[src/hdl/sfla_pkg.sv]
`timescale 1ns / 1ps

package sfla_pkg;

    localparam int SLOTS_DEF = 256;
    localparam int ADDR_W    = 32;
    localparam int STRIDE_W  = 13;
    localparam int COUNT_W   = 9;
    localparam int STATUS_W  = 3;
    localparam int FILL_W    = 2;
    localparam int CFG_IDX_W = 2;
    localparam int CFG_W     = 32;

    localparam logic [ADDR_W-1:0]   BASE_RST   = '0;
    localparam logic [STRIDE_W-1:0] STRIDE_RST = 13'd32;
    localparam logic [COUNT_W-1:0]  COUNT_RST  = 9'd256;

    localparam logic ENTRY_TAKEN = 1'b1;

    typedef enum logic [STATUS_W-1:0] {
        ST_OK           = 3'd0,
        ST_EXHAUSTED    = 3'd1,
        ST_MISALIGNED   = 3'd2,
        ST_NOT_ALLOC    = 3'd3,
        ST_OUT_OF_RANGE = 3'd4
    } t_status;

    typedef enum logic [FILL_W-1:0] {
        FILL_EMPTY   = 2'd0,
        FILL_PARTIAL = 2'd1,
        FILL_FULL    = 2'd2
    } t_fill;

    typedef enum logic {
        OP_ALLOC = 1'b0,
        OP_FREE  = 1'b1
    } t_op;

    typedef enum logic [CFG_IDX_W-1:0] {
        CFG_BASE       = 2'd0,
        CFG_STRIDE     = 2'd1,
        CFG_SLOT_COUNT = 2'd2
    } t_cfg_idx;

endpackage

[src/hdl/slab_free_list_allocator.sv]
`timescale 1ns / 1ps
// Allocate: S_ARD, S_AOUT, then o_done, next word taken in S_IDLE; exhausted from S_IDLE.
// Free: the divider turns the offset into a slot index one quotient bit per cycle, and
//   misaligned or out-of-range offsets end there; else S_FRD checks and frees the entry.
// Reset (i_rst_n low, synchronous) is followed by a pass that chains the link memory,
//   one entry a cycle, with busy high; config writes are taken meanwhile.
// Each result comes with o_done high for a single cycle; the receiver cannot stall.

module slab_free_list_allocator #(
    parameter int SLOTS = sfla_pkg::SLOTS_DEF
) (
    input  logic                            i_clk,
    input  logic                            i_rst_n,
    input  logic                            start,
    output logic                            busy,
    input  logic                            i_op,
    input  logic [sfla_pkg::ADDR_W-1:0]     i_address,
    input  logic                            i_cfg_we,
    input  logic [sfla_pkg::CFG_IDX_W-1:0]  i_cfg_idx,
    input  logic [sfla_pkg::CFG_W-1:0]      i_cfg_data,
    output logic                            o_done,
    output logic [sfla_pkg::STATUS_W-1:0]   o_status,
    output logic [sfla_pkg::ADDR_W-1:0]     o_granted_address,
    output logic [sfla_pkg::COUNT_W-1:0]    o_used_slots,
    output logic [sfla_pkg::FILL_W-1:0]     o_fill_state
);

    localparam int AW  = sfla_pkg::ADDR_W;
    localparam int SW  = sfla_pkg::STRIDE_W;
    localparam int KW  = sfla_pkg::COUNT_W;
    localparam int IW  = $clog2(SLOTS);
    localparam int CW  = $clog2(SLOTS + 1);
    localparam int WW  = (CW > KW) ? CW : KW;
    localparam int PW  = IW + SW;

    typedef enum logic [5:0] {
        S_INIT = 6'b000001,
        S_IDLE = 6'b000010,
        S_ARD  = 6'b000100,
        S_AOUT = 6'b001000,
        S_DIV  = 6'b010000,
        S_FRD  = 6'b100000
    } t_state;

    typedef struct packed {
        logic          taken;
        logic [IW-1:0] link;
    } t_entry;

    t_state          r_state, n_state;
    logic [IW-1:0]   r_init_idx, n_init_idx;
    logic [IW-1:0]   r_head, n_head;
    logic [CW-1:0]   r_used, n_used;
    logic [IW-1:0]   r_idx, n_idx;
    logic [AW-1:0]   r_prod, n_prod;

    logic [AW-1:0]   r_base;
    logic [SW-1:0]   r_stride;
    logic [KW-1:0]   r_slot_count;

    t_entry          r_mem [SLOTS];
    t_entry          r_rd_data;
    logic [IW-1:0]   w_rd_addr;
    logic            w_we;
    logic [IW-1:0]   w_wr_addr;
    t_entry          w_wr_data;

    logic            r_done, n_done;
    logic [sfla_pkg::STATUS_W-1:0] r_status, n_status;
    logic [AW-1:0]   r_granted, n_granted;
    logic [KW-1:0]   r_used_out;
    logic [sfla_pkg::FILL_W-1:0]   r_fill;

    logic [SW-1:0]   w_stride;
    logic [WW-1:0]   w_cnt_wide;
    logic [CW-1:0]   w_count;
    logic [WW-1:0]   w_used_wide;
    logic [PW-1:0]   w_prod;
    logic            w_exhausted;
    logic            w_div_start;
    logic            w_div_done;
    logic [AW-1:0]   w_quo;
    logic [SW-1:0]   w_rem;
    logic [sfla_pkg::FILL_W-1:0]   w_fill;

    always_comb begin
        w_stride    = (r_stride == '0) ? SW'(1) : r_stride;
        w_cnt_wide  = WW'(r_slot_count);
        w_count     = (w_cnt_wide > WW'(SLOTS)) ? CW'(SLOTS) : CW'(w_cnt_wide);
        w_exhausted = (r_used >= w_count) || (CW'(r_head) >= w_count);
        w_prod      = r_head * w_stride;
    end

    sfla_div u_div (
        .i_clk       (i_clk),
        .i_rst_n     (i_rst_n),
        .i_start     (w_div_start),
        .i_dividend  (i_address - r_base),
        .i_divisor   (w_stride),
        .o_done      (w_div_done),
        .o_quotient  (w_quo),
        .o_remainder (w_rem)
    );

    always_comb begin
        n_state     = r_state;
        n_init_idx  = r_init_idx;
        n_head      = r_head;
        n_used      = r_used;
        n_idx       = r_idx;
        n_prod      = r_prod;
        n_done      = 1'b0;
        n_status    = sfla_pkg::ST_OK;
        n_granted   = '0;
        w_div_start = 1'b0;
        w_rd_addr   = r_head;
        w_we        = 1'b0;
        w_wr_addr   = r_idx;
        w_wr_data   = '{taken: ~sfla_pkg::ENTRY_TAKEN, link: r_head};

        case (r_state)
            S_INIT: begin
                w_we      = 1'b1;
                w_wr_addr = r_init_idx;
                w_wr_data = '{taken: ~sfla_pkg::ENTRY_TAKEN,
                              link: (r_init_idx == IW'(SLOTS - 1)) ? '0
                                    : r_init_idx + IW'(1)};
                n_init_idx = r_init_idx + IW'(1);
                if (r_init_idx == IW'(SLOTS - 1)) begin
                    n_state = S_IDLE;
                end
            end
            S_IDLE: begin
                if (start) begin
                    if (i_op == sfla_pkg::OP_FREE) begin
                        w_div_start = 1'b1;
                        n_state     = S_DIV;
                    end else if (w_exhausted) begin
                        n_done   = 1'b1;
                        n_status = sfla_pkg::ST_EXHAUSTED;
                    end else begin
                        n_state = S_ARD;
                    end
                end
            end
            S_ARD: begin
                w_we      = 1'b1;
                w_wr_addr = r_head;
                w_wr_data = '{taken: sfla_pkg::ENTRY_TAKEN, link: '0};
                n_head    = r_rd_data.link;
                n_used    = r_used + CW'(1);
                n_prod    = AW'(w_prod);
                n_state   = S_AOUT;
            end
            S_AOUT: begin
                n_done    = 1'b1;
                n_granted = r_base + r_prod;
                n_state   = S_IDLE;
            end
            S_DIV: begin
                w_rd_addr = w_quo[IW-1:0];
                if (w_div_done) begin
                    if (w_rem != '0) begin
                        n_done   = 1'b1;
                        n_status = sfla_pkg::ST_MISALIGNED;
                        n_state  = S_IDLE;
                    end else if (w_quo >= AW'(w_count)) begin
                        n_done   = 1'b1;
                        n_status = sfla_pkg::ST_OUT_OF_RANGE;
                        n_state  = S_IDLE;
                    end else begin
                        n_idx   = w_quo[IW-1:0];
                        n_state = S_FRD;
                    end
                end
            end
            S_FRD: begin
                n_done  = 1'b1;
                n_state = S_IDLE;
                if (r_rd_data.taken != sfla_pkg::ENTRY_TAKEN) begin
                    n_status = sfla_pkg::ST_NOT_ALLOC;
                end else begin
                    w_we   = 1'b1;
                    n_head = r_idx;
                    if (r_used != '0) begin
                        n_used = r_used - CW'(1);
                    end
                end
            end
            default: begin
                n_state = S_IDLE;
            end
        endcase
    end

    always_comb begin
        w_used_wide = WW'(n_used);
        if (n_used == '0) begin
            w_fill = sfla_pkg::FILL_EMPTY;
        end else if (n_used >= w_count) begin
            w_fill = sfla_pkg::FILL_FULL;
        end else begin
            w_fill = sfla_pkg::FILL_PARTIAL;
        end
    end

    always_ff @(posedge i_clk) begin
        if (w_we) begin
            r_mem[w_wr_addr] <= w_wr_data;
        end
        r_rd_data <= r_mem[w_rd_addr];
    end

    always_ff @(posedge i_clk) begin
        if (!i_rst_n) begin
            r_state      <= S_INIT;
            r_init_idx   <= '0;
            r_head       <= '0;
            r_used       <= '0;
            r_done       <= 1'b0;
            r_base       <= sfla_pkg::BASE_RST;
            r_stride     <= sfla_pkg::STRIDE_RST;
            r_slot_count <= sfla_pkg::COUNT_RST;
        end else begin
            r_state    <= n_state;
            r_init_idx <= n_init_idx;
            r_head     <= n_head;
            r_used     <= n_used;
            r_done     <= n_done;
            if (i_cfg_we) begin
                case (i_cfg_idx)
                    sfla_pkg::CFG_BASE:       r_base       <= i_cfg_data[AW-1:0];
                    sfla_pkg::CFG_STRIDE:     r_stride     <= i_cfg_data[SW-1:0];
                    sfla_pkg::CFG_SLOT_COUNT: r_slot_count <= i_cfg_data[KW-1:0];
                    default: begin
                    end
                endcase
            end
        end
    end

    always_ff @(posedge i_clk) begin
        r_idx  <= n_idx;
        r_prod <= n_prod;
        if (n_done) begin
            r_status   <= n_status;
            r_granted  <= n_granted;
            r_used_out <= w_used_wide[KW-1:0];
            r_fill     <= w_fill;
        end
    end

    assign busy              = (r_state != S_IDLE);
    assign o_done            = r_done;
    assign o_status          = r_status;
    assign o_granted_address = r_granted;
    assign o_used_slots      = r_used_out;
    assign o_fill_state      = r_fill;

    a_used_bound: assert property (@(posedge i_clk) disable iff (!i_rst_n)
        r_used <= CW'(SLOTS))
        else $error("used count beyond slot total");

    a_alloc_count: assert property (@(posedge i_clk) disable iff (!i_rst_n)
        r_state == S_ARD |=> r_used == $past(r_used) + CW'(1))
        else $error("allocate did not bump used count");

    a_reject_zero: assert property (@(posedge i_clk) disable iff (!i_rst_n)
        r_done && r_status != sfla_pkg::ST_OK |-> r_granted == '0)
        else $error("rejected word carries an address");

    a_free_path: assert property (@(posedge i_clk) disable iff (!i_rst_n)
        r_state == S_FRD |-> $past(r_state) == S_DIV)
        else $error("free lookup without division");

endmodule

[src/hdl/sfla_div.sv]
`timescale 1ns / 1ps

module sfla_div (
    input  logic                           i_clk,
    input  logic                           i_rst_n,
    input  logic                           i_start,
    input  logic [sfla_pkg::ADDR_W-1:0]    i_dividend,
    input  logic [sfla_pkg::STRIDE_W-1:0]  i_divisor,
    output logic                           o_done,
    output logic [sfla_pkg::ADDR_W-1:0]    o_quotient,
    output logic [sfla_pkg::STRIDE_W-1:0]  o_remainder
);

    localparam int DW   = sfla_pkg::ADDR_W;
    localparam int VW   = sfla_pkg::STRIDE_W;
    localparam int CNTW = $clog2(DW + 1);

    logic            r_busy;
    logic            r_done;
    logic [CNTW-1:0] r_cnt;
    logic [DW-1:0]   r_quo;
    logic [VW-1:0]   r_rem;
    logic [VW-1:0]   r_div;

    logic [VW:0]     w_trial;
    logic            w_fits;
    logic [VW:0]     w_rem_next;

    // restoring, one quotient bit per cycle
    always_comb begin
        w_trial    = {r_rem, r_quo[DW-1]};
        w_fits     = (w_trial >= {1'b0, r_div});
        w_rem_next = w_fits ? (w_trial - {1'b0, r_div}) : w_trial;
    end

    always_ff @(posedge i_clk) begin
        if (!i_rst_n) begin
            r_busy <= 1'b0;
            r_done <= 1'b0;
            r_cnt  <= '0;
        end else begin
            r_done <= 1'b0;
            if (i_start && !r_busy) begin
                r_busy <= 1'b1;
                r_cnt  <= CNTW'(DW);
            end else if (r_busy) begin
                r_cnt <= r_cnt - CNTW'(1);
                if (r_cnt == CNTW'(1)) begin
                    r_busy <= 1'b0;
                    r_done <= 1'b1;
                end
            end
        end
    end

    always_ff @(posedge i_clk) begin
        if (i_start && !r_busy) begin
            r_quo <= i_dividend;
            r_rem <= '0;
            r_div <= i_divisor;
        end else if (r_busy) begin
            r_quo <= {r_quo[DW-2:0], w_fits};
            r_rem <= w_rem_next[VW-1:0];
        end
    end

    assign o_done      = r_done;
    assign o_quotient  = r_quo;
    assign o_remainder = r_rem;

    a_div_load: assert property (@(posedge i_clk) disable iff (!i_rst_n)
        i_start && !r_busy |=> r_busy && r_cnt == CNTW'(DW))
        else $error("divider did not load");

    a_div_finish: assert property (@(posedge i_clk) disable iff (!i_rst_n)
        r_busy && r_cnt == CNTW'(1) |=> r_done && !r_busy)
        else $error("divider did not finish");

    a_div_rem: assert property (@(posedge i_clk) disable iff (!i_rst_n)
        r_done |-> (r_div == '0) || (r_rem < r_div))
        else $error("remainder not below divisor");

endmodule
[config.mk]
export PLATFORM = sky130hd
export DESIGN_NAME = slab_free_list_allocator
export DESIGN_NICKNAME = d
export VERILOG_FILES = /design/src/hdl/sfla_pkg.sv /design/src/hdl/slab_free_list_allocator.sv /design/src/hdl/sfla_div.sv
export SDC_FILE = /design/constraint.sdc
export NUM_CORES = 2
export LEC_CHECK = 0
export ABC_AREA = 1
export BUFFER_PORTS_ARGS = -buffer_cell sky130_fd_sc_hd__buf_2
export CAP_MARGIN = 30
export CORE_MARGIN = 2
export CORE_UTILIZATION = 60
export DETAILED_ROUTE_END_ITERATION = 6
export HOLD_SLACK_MARGIN = 0.06
export PLACE_DENSITY = 0.76
export SLEW_MARGIN = 40
export SYNTH_ARGS = -nofsm -noshare
export SYNTH_HDL_FRONTEND = slang
export SYNTH_SLANG_ARGS = --single-unit
export TNS_END_PERCENT = 5
[constraint.sdc]
create_clock -name i_clk -period 26.1 [get_ports i_clk]
set_input_delay 0 -clock i_clk [delete_from_list [all_inputs] [get_ports i_clk]]
set_output_delay 0 -clock i_clk [all_outputs]
set_load 0.02 [all_outputs]
==> results.env <==
DIE_Y_UM=444
CRIT_CHAIN='nor2_4 -> nand3_2 -> nand2_2 -> nand2_4 -> buf_6 -> buf_12 -> buf_16 -> nand2_1 -> nand3_1 -> nand3_1 -> nand3_1 -> nand3_1 -> nand3_1 -> nand3_1 -> nand3_1 -> nand2_1'
VIASPERCELL=5.87
NETS=12100
REMAINING_GLOBAL_ROUTE_OVERFLOW=0
DIE_WIDTH_UM=444
GRT_MAX_DEGREE=180
IR_WORST_VDD_mV=0.0803
RSZ0062_AT_GRT='no'
POSTSYNTHNETCOUNT=12000
CTS_MADE_BUFFERS=275
ROWS=161
TIMING.CLOCK.SKEW_NS=0.0587
CLOCK-ROOT-BUFFER='sky130_fd_sc_hd__clkbuf_16'
WORST-PATH-MAX-FANOUT=111
POSTSYNTHREGISTERBITS=2540
TOTAL_LEAKAGE_POWER_nW=53.9
YOSYSWARNINGCOUNT=0
VIAS=85000
TIMING.CRITICAL_PATH.SLOWEST_STAGE_CELL='sky130_fd_sc_hd__nand2_4'
GPL.FINAL_WEIGHTED_CONGESTION=0.923
REMAINING_DRC_ERRORS=0
POWER_DENSITY_nW_PER_UM2=70.8
TIMING.CRITICAL_PATH.ARRIVAL_NS=6.58
GRTUSAGETOTAL=0.323
TIMING.CRITICAL_PATH.MODE_CELL='sky130_fd_sc_hd__nand3_1'
CTS.REPAIR.RESIZED=0
DIEAREA_UM2=197000
TIGHTEST_SLEW_NS=0.921
SETUP-TNS-FINAL_NS=0
SYN-MEAN-INSTANCE-AREA_UM2=9.94
CLOCK_SINK_COUNT=2540
SYNTH.AREA.TOP_CELLS='sky130_fd_sc_hd__edfxtp_1 63%, sky130_fd_sc_hd__nand2_1 12%, sky130_fd_sc_hd__nand3_1 7.7%'
WIRELENGTH_UM=321000
LEADING_AREA_CONTRIBUTOR_AFTER_SYNTHESIS='sky130_fd_sc_hd__edfxtp_1'
POST-PLACE-WS_NS=20.39
CTS_HOLD_REPAIR.BUFFERS=170
STATUS='finished clean'
SYN_AREA_UM2=116000
SLEW-LIMIT-HEADROOM=0.384
DP.FINAL_HPWL_UM=186000
WORSTHOLDPATHTYPE='input port to register'
CRITPATHREQUIREDTIME_NS=26.92
MAX_CAP_VIOL_COUNT=0
CLK-INSERTION-DELAY-LATE_NS=0.93
TIME_THE_WORST_PATH_NEEDS_WITH_I_O_DELAYS_AND_SETUP_NS=5.76
DRTITER0DRC=11900
TIMING.FINAL.CRIT_SHARE=0.221
DRIVE_ABOVE_1_SHARE=0.0729
TIMING.CRITICAL_PATH.TO_TYPE='register'
DETAIL_ROUTE.WL_PER_CELL_UM=22.2
FIRST_PASS_ITERS=6
MAX_STAGE_DELAY_NS=0.66
CLK_PIN_SLEW_WORST_PATHS_NS=0.06
GRT_ANTENNA_BEFORE_REPAIR=8
IO_PINS=119
YS_SEQ_AREA_FRAC=0.647
TIMING_HOLD_VIOLATIONS_FINAL=0
NUM-FILL-CELLS=13700
DRV_SLEW=0
CORE_AREA_UM2=192000
POSTCTSSETUPREPAIRBUFS=0
FMAXACHIEVABLE_MHz=174
NETLIST.AREA_LEADER.SHARE=0.627
CLOCK_TREE_FROM_TRITONCTS='built'
VIA_COUNT_OF_THE_FIRST_GLOBAL_ROUTING_PASS=82300
CTS_MAX_LEVEL=5
FINAL_ANTENNA_NET_COUNT=0
SYNTHESIS.INSTANCES=11700
SETUP_WS_NS=20.34
WORSTSETUPPATHTYPE='register to register'
FLOORPLAN.INITIALDENSITY=0.604
NETLIST-CELL-TYPE-COUNT=57
PORT_BUFFERS=118
SYNTHTOLAYOUTAREAGROWTH_PCT=11.5
SETUP_VIOL=0
CTSLONGESTPATHBUFFERS=4
GRT_FIRST_PASS_WIRELENGTH_UM=485000
START_KIND='register'
-- per-stage QoR --
step	hold slack (ns)	area (um2)	util	instances	total power (W)
after floorplan	0.0780	116000	-	11700	0.00526
after global placement	0.258	118000	0.615	13800	0.00547
after detailed placement	0.261	119000	0.619	13800	0.00551
after CTS	0.0639	129000	0.671	14500	0.00915
after global routing	0.157	130000	0.673	14500	0.00939
final	0.128	130000	0.673	14500	0.00917
-- sequential cells by signal (all words and copies together) (netlist names), 2 cells and up --
signal,flops
o_fill_state,2
o_granted_address,32
o_status,3
o_used_slots,9
r_base,32
r_head,8
r_idx,8
r_init_idx,8
r_mem,2304
r_prod,21
r_rd_data,9
r_slot_count,9
r_state,6
r_stride,13
r_used,9
u_div.o_quotient,32
u_div.o_remainder,13
u_div.r_cnt,6
u_div.r_div,13
-- cells by family (layout without fill, tap and decap cells) --
group,count (synthesis),in the layout,synth area share
other,0,5,0
buffers and inverters,2293,2564,0.0777
xor gates and xnor gates,57,57,0.00430
DFF,2540,2540,0.647
and+or+nand+nor,5933,5933,0.214
AOI/OAI and AO/OA,645,645,0.0298
adders and majority gates,215,215,0.0276
-- final timing paths --
check / start / to / slack (ns) / depth (start not counted)
worst max-delay path: r_state[2] / r_rd_data[4] / 20.34 / 16
worst min register to register: r_init_idx[6] / r_init_idx[6] / 0.48 / 2
worst max register to register: r_state[2] / r_rd_data[4] / 20.34 / 16
worst min-delay path: start / r_state[1] / 0.13 / 7
-- critical path: cells and delay by family (launching register included) --
| kind | cells | cell delay [ns] |
|---|---|---|
| and+or+nand+nor | 13 | 3.61 |
| buffers and inverters | 3 | 1.38 |
| DFF | 1 | 0.40 |
-- synth_stat cells (all sizes together) --
cell type  number
a211oi          2
a21boi          3
a21o            8
a21oi         208
a221oi          4
a31o            1
a31oi          17
a32oi           1
and2            2
and3            2
buf           335
clkbuf        266
clkinv          9
dfxtp         116
edfxtp       2424
fa             69
ha            146
inv          1683
nand2        3595
nand3        1777
nand3b         14
nand4          30
nor2          447
nor3           37
nor3b           1
nor4           17
o2111ai         1
o211ai         14
o21a           11
o21ai         350
o21bai          3
o221ai          1
o22ai          12
o311ai          2
o31ai           5
o32ai           1
o41ai           1
or2            11
xnor2          19
xor2           38
-- cell usage in the layout, fill, tap and decap left out, types with 61 or more instances in the layout --
cell                            synthesis  final
sky130_fd_sc_hd__edfxtp_1            2424   2424
sky130_fd_sc_hd__nor2_2                 2    214
sky130_fd_sc_hd__nor2_1               443    230
sky130_fd_sc_hd__fa_1                  69     69
sky130_fd_sc_hd__buf_2                280    118
sky130_fd_sc_hd__inv_1               1677   1674
sky130_fd_sc_hd__clkbuf_1             266     61
sky130_fd_sc_hd__o21ai_0              342    338
sky130_fd_sc_hd__dfxtp_1              116    115
sky130_fd_sc_hd__clkbuf_16              0    282
sky130_fd_sc_hd__clkinv_1               8     61
sky130_fd_sc_hd__a21oi_1              207    207
sky130_fd_sc_hd__nand2_1             3593   3576
sky130_fd_sc_hd__ha_1                 146    146
sky130_fd_sc_hd__nand3_1             1776   1774
sky130_fd_sc_hd__dlygate4sd3_1          0    170
-- report_power, final --
part / switching, W / internal (W) / leakage [nW]
Combinational: 0.000588 / 0.000161 / 27.9
Sequential: 0.0000471 / 0.00469 / 22.0
Clock: 0.00155 / 0.00213 / 4.05
-- per-layer routing --
metal  track usage  up-vias  share of wire
met5             0        -       0.000090
li1              -    38600              -
met4         0.157        4          0.050
met2         0.506     5202           0.46
met1         0.429    40300           0.37
met3        0.0739      936           0.12
-- final cells by class --
type / count / area (um2) / area share
timing repair buffer: 407 / 3810 / 0.0294
inverter: 1692 / 6380 / 0.0492
clock buffer: 345 / 7300 / 0.0564
multi-input combinational: 6850 / 32800 / 0.253
sequential: 2540 / 75100 / 0.580
clock inverter: 120 / 981 / 0.00757
antenna: 5 / 12.5 / 0.0000966
tap: 2526 / 3160 / 0.0244
Power figures use the tool's default switching activity.
